--- src/rtl/cpos_pkg.sv ---
`timescale 1ns / 1ps

package cpos_pkg;

  // Fixed-point layout of positions.
  localparam int POS_FRAC_BITS = 16;
  localparam int POS_W         = 32;
  localparam int RAD_W         = 16;
  localparam int IM_W          = 24;
  localparam int ID_W          = 32;
  localparam int GAIN_W        = 17;
  localparam int EPS_W         = 16;
  localparam int CFG_W         = 17;
  localparam int CFG_IDX_W     = 2;

  // Derived datapath widths.
  localparam int RSUM_W  = POS_FRAC_BITS + 1;
  localparam int D2_W    = 2 * RSUM_W + 1;
  localparam int SQRT_W  = (D2_W + 1) / 2;
  localparam int SQ_TW   = 2 * SQRT_W;
  localparam int SHARE_W = POS_FRAC_BITS;
  localparam int PROD_W  = RSUM_W + GAIN_W;
  localparam int NUMA_W  = SHARE_W + IM_W;
  localparam int TOT_W   = IM_W + 1;
  localparam int NUMS_W  = RSUM_W + SHARE_W + 1;
  localparam int DIRP_W  = SHARE_W + 16;
  localparam int UP_SH   = (POS_FRAC_BITS >= 16) ? POS_FRAC_BITS - 16 : 0;
  localparam int DN_SH   = (POS_FRAC_BITS >= 16) ? 0 : 16 - POS_FRAC_BITS;

  // Square root of one half in Q0.16.
  localparam logic [15:0] DIAG_Q16 = 16'd46341;
  localparam logic [16:0] HALF_Q16 = 17'd32768;

  typedef enum logic [CFG_IDX_W-1:0] {
    REG_MAX_PUSH  = 2'd0,
    REG_BIAS_GAIN = 2'd1,
    REG_NEAR_EPS  = 2'd2
  } cfg_reg_e;

  typedef enum logic [1:0] {
    ST_NONE      = 2'd0,
    ST_SEPARATED = 2'd1,
    ST_FALLBACK  = 2'd2,
    ST_PINNED    = 2'd3
  } status_e;

  typedef enum logic [1:0] {
    MAG_ZERO,
    MAG_DIAG,
    MAG_ONE
  } dir_mag_e;

  typedef struct packed {
    logic     neg;
    dir_mag_e mag;
  } dir_comp_t;

  // One incoming pair.
  typedef struct packed {
    logic [POS_W-1:0] a_pos_x;
    logic [POS_W-1:0] a_pos_y;
    logic [POS_W-1:0] b_pos_x;
    logic [POS_W-1:0] b_pos_y;
    logic [RAD_W-1:0] a_radius;
    logic [RAD_W-1:0] b_radius;
    logic [IM_W-1:0]  a_inv_mass;
    logic [IM_W-1:0]  b_inv_mass;
    logic [ID_W-1:0]  a_ident;
    logic [ID_W-1:0]  b_ident;
  } in_item_t;

  // Classification carried along the front pipeline.
  typedef struct packed {
    logic [POS_W-1:0]  ax;
    logic [POS_W-1:0]  ay;
    logic [POS_W-1:0]  bx;
    logic [POS_W-1:0]  by;
    logic [RSUM_W-1:0] adx;
    logic [RSUM_W-1:0] ady;
    logic              negx;
    logic              negy;
    logic [RSUM_W-1:0] rsum;
    logic              near;
    logic              ovl;
    logic              pinned;
    logic [RSUM_W-1:0] cdist;
    logic [IM_W-1:0]   ima;
    logic [IM_W-1:0]   imb;
    logic [2:0]        dir;
  } fr_t;

  // Queue entry between the front and the back.
  typedef struct packed {
    fr_t                info;
    logic [SHARE_W-1:0] sa;
    logic [SHARE_W-1:0] sb;
  } q_item_t;

  // One result.
  typedef struct packed {
    logic [POS_W-1:0] new_a_x;
    logic [POS_W-1:0] new_a_y;
    logic [POS_W-1:0] new_b_x;
    logic [POS_W-1:0] new_b_y;
    status_e          status;
  } out_item_t;

  // Converts a Q0.16 length into position units.
  function automatic logic [SHARE_W-1:0] q16_to_pos(input logic [15:0] v);
    return SHARE_W'((32'(v) << UP_SH) >> DN_SH);
  endfunction

  // X component of fallback direction k, at k*45 degrees from +x.
  function automatic dir_comp_t dir_x(input logic [2:0] k);
    dir_comp_t c;
    case (k)
      3'd0:    c = '{neg: 1'b0, mag: MAG_ONE};
      3'd1:    c = '{neg: 1'b0, mag: MAG_DIAG};
      3'd2:    c = '{neg: 1'b0, mag: MAG_ZERO};
      3'd3:    c = '{neg: 1'b1, mag: MAG_DIAG};
      3'd4:    c = '{neg: 1'b1, mag: MAG_ONE};
      3'd5:    c = '{neg: 1'b1, mag: MAG_DIAG};
      3'd6:    c = '{neg: 1'b0, mag: MAG_ZERO};
      default: c = '{neg: 1'b0, mag: MAG_DIAG};
    endcase
    return c;
  endfunction

  // Y component of fallback direction k.
  function automatic dir_comp_t dir_y(input logic [2:0] k);
    dir_comp_t c;
    case (k)
      3'd0:    c = '{neg: 1'b0, mag: MAG_ZERO};
      3'd1:    c = '{neg: 1'b0, mag: MAG_DIAG};
      3'd2:    c = '{neg: 1'b0, mag: MAG_ONE};
      3'd3:    c = '{neg: 1'b0, mag: MAG_DIAG};
      3'd4:    c = '{neg: 1'b0, mag: MAG_ZERO};
      3'd5:    c = '{neg: 1'b1, mag: MAG_DIAG};
      3'd6:    c = '{neg: 1'b1, mag: MAG_ONE};
      default: c = '{neg: 1'b1, mag: MAG_DIAG};
    endcase
    return c;
  endfunction

endpackage

--- src/rtl/cpos_queue.sv ---
`timescale 1ns / 1ps

// Small queue that decouples the front pipeline from the back pipeline.
module cpos_queue #(
  parameter int DEPTH = 4
) (
  input  logic              clk_i,
  input  logic              rst_ni,
  input  logic              push_i,
  input  cpos_pkg::q_item_t item_i,
  input  logic              pop_i,
  output logic              ready_o,
  output logic              valid_o,
  output cpos_pkg::q_item_t item_o
);
  import cpos_pkg::*;

  localparam int PTR_W = (DEPTH > 1) ? $clog2(DEPTH) : 1;
  localparam int CNT_W = $clog2(DEPTH + 1);

  q_item_t          mem_q [DEPTH];
  logic [PTR_W-1:0] wr_ptr_q, wr_ptr_d;
  logic [PTR_W-1:0] rd_ptr_q, rd_ptr_d;
  logic [CNT_W-1:0] count_q, count_d;
  logic             full;
  logic             do_pop;

  assign full    = (count_q == CNT_W'(DEPTH));
  assign valid_o = (count_q != '0);
  assign do_pop  = pop_i && valid_o;
  assign ready_o = !full || do_pop;
  assign item_o  = mem_q[rd_ptr_q];

  // Pointer and fill count update.
  always_comb begin
    wr_ptr_d = wr_ptr_q;
    rd_ptr_d = rd_ptr_q;
    count_d  = count_q;
    if (push_i) begin
      wr_ptr_d = (wr_ptr_q == PTR_W'(DEPTH - 1)) ? '0 : wr_ptr_q + PTR_W'(1);
    end
    if (do_pop) begin
      rd_ptr_d = (rd_ptr_q == PTR_W'(DEPTH - 1)) ? '0 : rd_ptr_q + PTR_W'(1);
    end
    if (push_i && !do_pop) begin
      count_d = count_q + CNT_W'(1);
    end else if (!push_i && do_pop) begin
      count_d = count_q - CNT_W'(1);
    end
  end

  always_ff @(posedge clk_i or negedge rst_ni) begin
    if (!rst_ni) begin
      wr_ptr_q <= '0;
      rd_ptr_q <= '0;
      count_q  <= '0;
    end else begin
      wr_ptr_q <= wr_ptr_d;
      rd_ptr_q <= rd_ptr_d;
      count_q  <= count_d;
    end
  end

  // Entry storage.
  always_ff @(posedge clk_i) begin
    if (push_i) begin
      mem_q[wr_ptr_q] <= item_i;
    end
  end

endmodule

--- config.mk ---
export PLATFORM = sky130hd
export DESIGN_NAME = cpos_queue
export DESIGN_NICKNAME = d
export VERILOG_FILES = /design/src/rtl/cpos_pkg.sv /design/src/rtl/cpos_queue.sv
export SDC_FILE = /design/constraint.sdc
export NUM_CORES = 1
export LEC_CHECK = 0
export BUFFER_PORTS_ARGS = -buffer_cell sky130_fd_sc_hd__clkbuf_2
export CORE_AREA = 2 2 267 269
export DETAILED_ROUTE_END_ITERATION = 12
export DIE_AREA = 0 0 269 271
export HOLD_SLACK_MARGIN = 0.08
export PLACE_DENSITY = 0.85
export SLEW_MARGIN = 20
export SYNTH_ARGS = -nofsm -noshare
export SYNTH_HDL_FRONTEND = slang
export SYNTH_SLANG_ARGS = --single-unit
--- constraint.sdc ---
create_clock -name clk_i -period 13.3 [get_ports clk_i]
set_input_delay 2.66 -clock clk_i [delete_from_list [all_inputs] [get_ports clk_i]]
set_output_delay 2.66 -clock clk_i [all_outputs]
set_load 0.005 [all_outputs]
==> results of run 1 <==
-- per-layer routing --
layer | track usage [%] | part of all wire [%]
met5 | 0 | 0.067
met4 | 12.09 | 4.4
met1 | 29.91 | 33
met3 | 6.881 | 8.4
met2 | 45.19 | 54
-- flip-flops by register name, indices dropped and copies added (netlist names) --
name / flops
mem_q: 1136
rd_ptr_q: 2
count_q: 3
wr_ptr_q: 2
-- logic make-up (layout without fill, tap and decap cells) --
kind of cell	after synthesis	in the layout	synth area share (%)
buf+inv	67	791	1.230
xor+xnor	3	3	0.06300
compound gates	2	2	0.02400
fa+ha+maj	7	7	0.2280
flops	1143	1143	82.20
simple gates	12	12	0.1530
other cells	0	22	0
mux	287	287	16.10
-- layout by cell type, fill, tap and decap left out, drive strengths merged --
cell,n
or4b,1
or3,1
diode,22
clkinvlp,3
nand2,3
bufinv,12
fa,1
nor2,3
mux2,3
and2,4
o21ai,2
xor2,2
edfxtp,1136
inv,4
buf,15
mux4,284
clkinv,49
ha,6
clkbuf,708
dfrtp,7
xnor2,1
-- layout make-up --
type	instances	area (µm²)
multi-input combinational	311	6920
inverter	3	11.26
clock inverter	65	710.7
fill	3829	20760
antenna	22	55.05
clock buffer	135	2783
timing repair buffer	588	3075
tap	940	1176
sequential	1143	34300
-- through the flow --
stage | hold WS (ns) | instance area [µm²] | util [%]
3_5_place_dp | 0.5437 | 45480 | 65.17
5_1_grt | 0.6269 | 49020 | 70.24
3_3_place_gp | 0.5013 | 45450 | 65.13
4_1_cts | 0.6014 | 48970 | 70.17
6_report | 0.6192 | 49030 | 70.25
2_1_floorplan | 0.4490 | 41710 | -
-- Yosys cell counts, drive strengths merged, types with 2 or more instances --
| cell | count |
|---|---|
| clkbuf | 6 |
| nand2 | 3 |
| and2 | 4 |
| buf | 58 |
| mux2 | 3 |
| o21ai | 2 |
| mux4 | 284 |
| inv | 3 |
| dfrtp | 7 |
| ha | 6 |
| nor2 | 3 |
| xor2 | 2 |
| edfxtp | 1136 |
-- report_power, final --
part           internal (mW)  total (mW)  switching, mW
Combinational           1.29        2.75           1.45
Clock                   1.72        3.02           1.30
Sequential              4.63        4.88          0.255
Total                   7.64        10.6           3.01
-- final timing paths --
path                                                end  slack, ns  cells after the start
worst min-delay path             count_q[2]$_DFFE_PN0P_       0.62                      1
worst min register to register   count_q[2]$_DFFE_PN0P_       0.62                      1
max in group asynchronous       rd_ptr_q[1]$_DFFE_PN0P_      11.25                      1
worst max register to register  mem_q[3][214]$_DFFE_PP_       9.89                      4
min in group asynchronous        count_q[2]$_DFFE_PN0P_       1.85                      1
worst max-delay path                            ready_o       7.07                      3
==> flow_metrics.env, run 1 <==
export IMPL_outcome="finished clean"
export IMPL_drv_slew=0
export IMPL_cts_setup_buffers=0
export IMPL_fin_setup_tns_ns=0
export IMPL_startpoint="pop_i"
export IMPL_synth_nets=1816
export IMPL_routabilityCongestion=0.7623
export IMPL_wire_per_inst_um=29.42
export IMPL_path_delay_family="simple AND/OR/NAND/NOR gates"
export IMPL_synth_top_cell_area_share_pct=81.78
export IMPL_die_area_mm2=0.07290
export IMPL_arrival_ns=3.57
export IMPL_grt_usage_pct=25.93
export IMPL_antenna_found_initial=26
export IMPL_port_buffers=573
export IMPL_path_cells="clkbuf_2, or4b_2, clkbuf_2"
export IMPL_finalNonFillerCells=3207
export IMPL_relSlewSlack_pct=15.13
export IMPL_rows=97
export IMPL_core_area_mm2=0.06979
export IMPL_rsz0062_at_grt="no"
export IMPL_final_nets=2448
export IMPL_peakVddDrop_mv=0.1720
export IMPL_die_x_um=269
export IMPL_fin_crit_sh_pct=46.84
export IMPL_place_inst=2985
export IMPL_h_tree_depth=3
export IMPL_finalSetupViolations=0
export IMPL_cp_required_ns=10.64
export IMPL_cts_buffers_inserted=106
export IMPL_holdBufCountCts=0
export IMPL_crit_slowest_cell="or4b_2"
export IMPL_io_pins=574
export IMPL_crit_top_cell="clkbuf_2"
export IMPL_cts_root_buffer="clkbuf_16"
export IMPL_power_density_mw_per_mm2=217.1
export IMPL_ys_seq_elements=1143
export IMPL_drt_iter0_markers=1982
export IMPL_die_h_um=271
export IMPL_period_minus_slack_ns=6.230
export IMPL_synth_area_leaders="edfxtp_1 (82%), mux4_2 (11%), mux4_1 (4.8%), buf_6 (0.67%), dfrtp_1 (0.42%)"
export IMPL_drc=0
export IMPL_syn_to_final_growth_pct=17.54
export IMPL_grt_overflow_total=0
export IMPL_finalPower_mw=10.65
export IMPL_hold_viol=0
export IMPL_drive_above_1_share_pct=42.36
export IMPL_dp_slack_ns=7.104
export IMPL_grt_pass1_wl_mm=136.0
export IMPL_start_kind="input pin"
export IMPL_fmax_ghz=0.1605
export IMPL_cts_tree="done"
export IMPL_grt_max_degree=157
export IMPL_worstReg2RegStart="wr_ptr_q[0]$_DFFE_PN0P_"
export IMPL_synth_area_leader_cell="edfxtp_1"
export IMPL_syn_area_mm2=0.04171
export IMPL_grt_pass1_vias=20646
export IMPL_yosysUniqueCellTypes=21
export IMPL_routed_via_count=19555
export IMPL_power_leakage_nw=16.90
export IMPL_routed_wirelength_mm=94.35
export IMPL_cp_buffers_inverters=2
export IMPL_synthFlopType="edfxtp_1"
export IMPL_worstSetupPathType="input pin to output pin"
export IMPL_cpPeakStageDelay_ns=0.65
export IMPL_clk_insertion_delay_late_ns=0.68
export IMPL_synth_edf_count=1136
export IMPL_seq_area_frac_synth_pct=82.20
export IMPL_cp_end_kind="output pin"
export IMPL_setup_ws_ns=7.070
export IMPL_worstHoldStart="count_q[2]$_DFFE_PN0P_"
export IMPL_post_cts_resized=0
export IMPL_finClkSkew_ns=0.03232
export IMPL_tightest_slew_ns=1.273
export IMPL_clock_path_buffers=3
export IMPL_hp_class="flip-flop to flip-flop"
export IMPL_path_max_fanout=2
export IMPL_start_util_pct=59.77
export IMPL_dr_pass1_iters=5
export IMPL_dp_hpwl_mm=52.26
export IMPL_ys_warnings_count=0
export IMPL_syn_area_per_cell_um2=27.42
export IMPL_async_flop_share_pct=0.6124
export IMPL_drv_cap=0
export IMPL_clk_pin_slew_ns=0.06
export IMPL_synthCells=1521
export IMPL_ant_nets=0
export IMPL_cts_sinks=1143
export IMPL_routed_via_density=6.098
Power figures use the tool's default switching activity.
==> inputs of run 2 (changes only) <==
CORE_AREA = 2 2 289 291   (was 2 2 267 269)
DIE_AREA = 0 0 291 293   (was 0 0 269 271)
PLACE_DENSITY = 0.78   (was 0.85)
clock period = 5.6 ns   (was 13.3 ns; I/O delays follow)
==> flow_metrics.env, run 2 (synthesis gave the netlist of run 1 again) <==
export IMPL_outcome="finished clean"
export IMPL_power_density_mw_per_mm2=509.1
export IMPL_relSlewSlack_pct=31.00
export IMPL_regToRegSetupSlack_ns=3.10
export IMPL_dp_slack_ns=2.019
export IMPL_die_h_um=293
export IMPL_largest_reg_flops=1136
export IMPL_dr_pass1_iters=5
export IMPL_routed_via_count=18789
export IMPL_cp_required_ns=4.48
export IMPL_top_register="mem_q"
export IMPL_h_tree_depth=3
export IMPL_grt_pass1_vias=19954
export IMPL_io_pins=574
export IMPL_worstReg2RegEnd="mem_q[2][127]$_DFFE_PP_"
export IMPL_die_area_mm2=0.08526
export IMPL_drv_slew=0
export IMPL_r2r_cells=4
export IMPL_combPwrFrac_pct=26.2
export IMPL_internal_power_mw=18.29
export IMPL_clk_insertion_delay_late_ns=0.66
export IMPL_syn_to_final_growth_pct=18.79
export IMPL_routed_via_density=5.590
export IMPL_cpPeakStageDelay_ns=1.09
export IMPL_ant_nets=0
export IMPL_fin_setup_tns_ns=0
export IMPL_drv_cap=0
export IMPL_clock_path_buffers=3
export IMPL_clk_pin_slew_ns=0.06
export IMPL_routabilityCongestion=0.7829
export IMPL_fmax_ghz=0.2397
export IMPL_rsz0062_at_grt="no"
export IMPL_seq_power_share_pct=45.3
export IMPL_grt_max_degree=93
export IMPL_worstReg2RegStart="wr_ptr_q[0]$_DFFE_PN0P_"
export IMPL_setup_ws_ns=1.427
export IMPL_path_cells="buf_12, mux4_1, clkbuf_2"
export IMPL_grt_overflow_total=0
export IMPL_path_max_fanout=50
export IMPL_finClkSkew_ns=0.03931
export IMPL_holdBufCountCts=0
export IMPL_dp_hpwl_mm=54.39
export IMPL_cts_buffers_inserted=109
export IMPL_start_util_pct=50.96
export IMPL_cts_sinks=1143
export IMPL_cts_tree="done"
export IMPL_cts_setup_buffers=0
export IMPL_postLayoutCoreUtil_pct=60.54
export IMPL_die_x_um=291
export IMPL_worstSetupPathType="flip-flop to output pin"
export IMPL_final_common_cell="edfxtp_1"
export IMPL_drive_above_1_share_pct=43.31
export IMPL_arrival_ns=3.05
export IMPL_cts_root_buffer="clkbuf_16"
export IMPL_final_nets=2484
export IMPL_sw_frac_of_total_pct=27.50
export IMPL_hold_viol=0
export IMPL_start_kind="flip-flop"
export IMPL_hp_class="input pin to async pin"
export IMPL_wire_per_inst_um=25.60
export IMPL_place_inst=3148
export IMPL_peakVddDrop_mv=0.3964
export IMPL_drt_iter0_markers=1322
export IMPL_port_buffers=573
export IMPL_finalSetupViolations=0
export IMPL_post_cts_resized=0
export IMPL_routed_wirelength_mm=86.04
export IMPL_p_sw_mw=6.938
export IMPL_p_clk_share_pct=28.4
export IMPL_antenna_found_initial=14
export IMPL_mostFrequentLayoutCells="edfxtp_1 (1,136), clkbuf_2 (573), mux4_2 (208)"
export IMPL_power_leakage_nw=17.12
export IMPL_period_minus_slack_ns=4.173
export IMPL_rows=105
export IMPL_top_regs="mem_q x1136, count_q x3"
export IMPL_grt_pass1_wl_mm=127.6
export IMPL_fin_crit_sh_pct=74.51
export IMPL_drc=0
export IMPL_cp_end_kind="output pin"
export IMPL_grt_usage_pct=20.06
export IMPL_tightest_slew_ns=1.035
export IMPL_crit_slowest_cell="dfrtp_4"
export IMPL_core_area_mm2=0.08185
export IMPL_finalPower_mw=25.23
export IMPL_finalNonFillerCells=3361
==> run 2: how the worst max path moves through the flow <==
stage                            startpoint                     to  slack [ns]  cells past startpoint
floorplan                            push_i  mem_q[3][0]$_DFFE_PP_        0.54                      1
global placement    rd_ptr_q[0]$_DFFE_PN0P_            item_o[138]        2.06                      3
detailed placement  rd_ptr_q[0]$_DFFE_PN0P_            item_o[275]        2.02                      3
CTS                 rd_ptr_q[0]$_DFFE_PN0P_            item_o[106]        1.31                      3
global route        rd_ptr_q[0]$_DFFE_PN0P_            item_o[226]        1.23                      3
finish              rd_ptr_q[0]$_DFFE_PN0P_            item_o[106]        1.43                      3
==> run 2: final cells by class <==
cell class	count	area (µm²)
well taps	1070	1339
inverters	3	11.26
diodes	12	30.03
repair buffers	621	3391
flip-flops and latches	1143	34300
clock inverters	61	675.6
multi-input cells	311	6920
fillers	5482	32300
clock buffers	140	2887
==> run 2: power groups by stage <==
| stage | registers [mW] | logic, mW | clock network [mW] |
|---|---|---|---|
| 2_1_floorplan | 11.5 | 4.11 | 0 |
| 3_3_place_gp | 11.5 | 6.66 | 0 |
| 3_5_place_dp | 11.6 | 6.74 | 0 |
| 4_1_cts | 11.5 | 6.78 | 7.32 |
| 5_1_grt | 11.5 | 7.05 | 7.65 |
| 6_report | 11.4 | 6.62 | 7.17 |
==> run 2: metrics by stage <==
stage	area (µm²)	hold slack, ns
2_1_floorplan	41720	0.4490
3_3_place_gp	45960	0.4653
3_5_place_dp	45960	0.4805
4_1_cts	49520	0.2438
5_1_grt	49550	0.2707
6_report	49550	0.2889
==> run 2: critical path, delay by kind of cell, from the launching register on <==
kind,cells,cell delay [ns]
buffers and inverters,2,0.53
muxes,1,0.64
DFF,1,1.09
==> run 2: per-layer routing <==
metal,track usage (%),vias to the layer above,share of wire (%)
met5,0,-,0.043
met4,7.962,6,3.6
met3,5.030,155,7.0
met2,34.54,685,53
met1,24.57,9865,37
li1,-,8078,-
==> inputs of run 3 (changes only) <==
ABC_AREA = 1   (was default)
CORE_AREA = 2 2 284 286   (was 2 2 289 291)
DIE_AREA = 0 0 286 288   (was 0 0 291 293)
PLACE_DENSITY = 0.82   (was 0.78)
clock period = 4.2 ns   (was 5.6 ns; I/O delays follow)
==> flow_metrics.env, run 3 <==
export IMPL_grt_overflow_total=0
export IMPL_async_flop_share_pct=0.6124
export IMPL_setup_ws_ns=0.7268
export IMPL_peakVddDrop_mv=0.5678
export IMPL_synth_top_cell_area_share_pct=74.76
export IMPL_ant_nets=0
export IMPL_combPwrFrac_pct=31.3
export IMPL_dp_hpwl_mm=58.11
export IMPL_cp_end_kind="output pin"
export IMPL_routabilityCongestion=0.8128
export IMPL_drv_cap=0
export IMPL_antenna_found_initial=28
export IMPL_dp_slack_ns=1.230
export IMPL_seq_power_share_pct=42.3
export IMPL_met1_usage_pct=27.70
export IMPL_sw_frac_of_total_pct=33.65
export IMPL_hp_class="input pin to flip-flop"
export IMPL_cp_required_ns=3.36
export IMPL_mostFrequentLayoutCells="edfxtp_1 (1,136), nand2_1 (864), inv_1 (576)"
export IMPL_drc=0
export IMPL_grt_pass1_wl_mm=144.8
export IMPL_synth_nets=3665
export IMPL_crit_slowest_cell="dfrtp_4"
export IMPL_path_max_fanout=184
export IMPL_final_nets=4210
export IMPL_arrival_ns=2.63
export IMPL_drive_above_1_share_pct=19.74
export IMPL_grtUsageMet2_pct=38.20
export IMPL_io_pins=574
export IMPL_regToRegSetupSlack_ns=1.79
export IMPL_path_cells="buf_12, nand2_1, o211ai_1, nand2_1, clkbuf_2"
export IMPL_die_x_um=286
export IMPL_clk_insertion_delay_late_ns=0.68
export IMPL_finalNonFillerCells=5086
export IMPL_fillers=5198
export IMPL_worstReg2RegStart="wr_ptr_q[1]$_DFFE_PN0P_"
export IMPL_syn_area_per_cell_um2=13.54
export IMPL_cts_tree="done"
export IMPL_p_sw_mw=11.99
export IMPL_grt_max_degree=185
export IMPL_busiest_layer="met2"
export IMPL_fin_crit_sh_pct=82.70
export IMPL_cts_sinks=1143
export IMPL_grt_usage_pct=22.73
export IMPL_synthCells=3370
export IMPL_rows=104
export IMPL_worstReg2RegEnd="mem_q[1][135]$_DFFE_PP_"
export IMPL_synth_commonest_cells="edfxtp_1 (1,136), nand2_1 (868), inv_1 (580), o211ai_1 (568), buf_6 (88)"
export IMPL_start_util_pct=57.30
export IMPL_clock_path_buffers=3
export IMPL_tightest_slew_ns=0.9534
export IMPL_largest_reg_flops=1136
export IMPL_hold_end="mem_q[3][114]$_DFFE_PP_"
export IMPL_grt_pass1_vias=26154
export IMPL_worstHoldStart="item_i[114]"
export IMPL_top_regs="mem_q x1136, count_q x3"
export IMPL_final_cell_area_mm2=0.05271
export IMPL_crit_top_cell="nand2_1"
export IMPL_cts_buffers_inserted=111
export IMPL_top_register="mem_q"
export IMPL_h_tree_depth=3
export IMPL_power_leakage_nw=20.84
export IMPL_port_buffers=573
export IMPL_fmax_ghz=0.2879
export IMPL_finalSetupViolations=0
export IMPL_internal_power_mw=23.63
export IMPL_routed_via_count=27229
export IMPL_postLayoutCoreUtil_pct=66.19
export IMPL_power_density_mw_per_mm2=675.6
export IMPL_start_kind="flip-flop"
export IMPL_fin_setup_tns_ns=0
export IMPL_synthFlopType="edfxtp_1"
export IMPL_syn_to_final_growth_pct=15.52
export IMPL_yosysUniqueCellTypes=17
export IMPL_synth_area_leaders="edfxtp_1 (75%), o211ai_1 (9.3%), nand2_1 (7.1%), inv_1 (4.8%), buf_6 (2.2%)"
export IMPL_routed_wirelength_mm=96.30
export IMPL_synth_area_leader_cell="edfxtp_1"
export IMPL_yosysMostFrequentCell="edfxtp_1"
export IMPL_routed_via_density=5.354
export IMPL_ys_warnings_count=0
export IMPL_drt_iter0_markers=2316
export IMPL_seq_area_frac_synth_pct=75.14
export IMPL_outcome="finished clean"
export IMPL_core_area_mm2=0.07964
export IMPL_cpPeakStageDelay_ns=0.70
export IMPL_worstSetupPathType="flip-flop to output pin"
export IMPL_relSlewSlack_pct=36.31
export IMPL_drv_slew=0
export IMPL_cts_root_buffer="clkbuf_16"
export IMPL_ys_seq_elements=1143
export IMPL_wire_per_inst_um=18.93
export IMPL_whs_path_depth=1
export IMPL_die_area_mm2=0.08237
export IMPL_hold_viol=0
export IMPL_finClkSkew_ns=0.03941
export IMPL_final_common_cell="edfxtp_1"
export IMPL_rsz0062_at_grt="no"
export IMPL_place_area_mm2=0.04915
export IMPL_p_clk_share_pct=26.4
export IMPL_r2r_cells=5
export IMPL_die_h_um=288
export IMPL_met3_usage_pct=5.151
export IMPL_syn_area_mm2=0.04563
export IMPL_place_inst=4861
export IMPL_synth_edf_count=1136
export IMPL_period_minus_slack_ns=3.473
export IMPL_clk_pin_slew_ns=0.06
export IMPL_dr_pass1_iters=5
-- run 3: changes by cell type in the layout (fill, tap and decap cells not counted), sizes merged, moves of 6 or more --
cell      before  now
diode         12   19
nand2          3  868
clkinvlp       4   10
clkinv        44   52
o211ai         0  568
mux4         284    0
inv            5  580
-- run 3: what timing repair did --
item / 4_1_cts / 5_1_grt
hold buffers: 1 / 0
buffers inserted: 0 / 0
endpoints found under the hold margin: 7 / 0
endpoints found under the setup margin: 0 / 0
gates resized for setup: 0 / 0
-- run 3: layout make-up --
type	count	area [µm²]	share of cell area (%)
Sequential cell	1143	34300	65.06
Timing Repair Buffer	622	3588	6.807
Antenna cell	19	47.55	0.09020
Clock buffer	138	2879	5.462
Tap cell	1060	1326	2.516
Clock inverter	67	624.3	1.184
Multi-Input combinational cell	1456	7749	14.70
Inverter	581	2203	4.180
-- run 3: critical path: cells and delay by family, from the launching register on --
family                 cells  cell delay, ns
AOI/OAI and AO/OA          1            0.14
buffers and inverters      2            0.71
DFF                        1            0.70
and+or+nand+nor            2            0.30
-- run 3: metal layers --
metal  part of all wire, %  vias to the layer above
met4                   4.6                       16
met2                    51                     1057
met5                 0.098                        -
met3                   8.0                      242
li1                      -                    12892
met1                    37                    13022
-- run 3: logic make-up after synthesis --
family / count (synthesis) / share of synthesized area (%)
compound gates: 571 / 9.378
xor+xnor: 1 / 0.01920
fa+ha+maj: 7 / 0.2084
buf+inv: 771 / 8.020
flops: 1143 / 75.14
simple gates: 877 / 7.233
-- run 3: worst max path at each step --
stage / startpoint / slack [ns] / to / cells after the start
2_1_floorplan: push_i / -1.32 / mem_q[3][0]$_DFFE_PP_ / 2
3_3_place_gp: push_i / 1.21 / mem_q[1][186]$_DFFE_PP_ / 4
3_5_place_dp: push_i / 1.23 / mem_q[1][175]$_DFFE_PP_ / 4
4_1_cts: rd_ptr_q[0]$_DFFE_PN0P_ / 0.70 / item_o[142] / 6
5_1_grt: rd_ptr_q[0]$_DFFE_PN0P_ / 0.57 / item_o[142] / 6
6_report: rd_ptr_q[0]$_DFFE_PN0P_ / 0.73 / item_o[25] / 5
-- run 3: power by group through the flow --
| stage | logic, mW | registers (mW) | clock network, mW |
|---|---|---|---|
| after global routing | 12.3 | 15.2 | 9.97 |
| final | 11.1 | 15.1 | 9.41 |
| after detailed placement | 11.1 | 15.3 | 0 |
| after CTS | 11.2 | 15.1 | 9.57 |
| after global placement | 10.9 | 15.2 | 0 |
| after floorplan | 7.24 | 15.5 | 0 |
-- run 3: metrics by stage --
step	total power [mW]	hold WS, ns
after floorplan	22.72	0.4417
after CTS	35.87	0.3235
after global routing	37.44	0.3429
after detailed placement	26.44	0.4733
after global placement	26.12	0.4590
final	35.62	0.3693
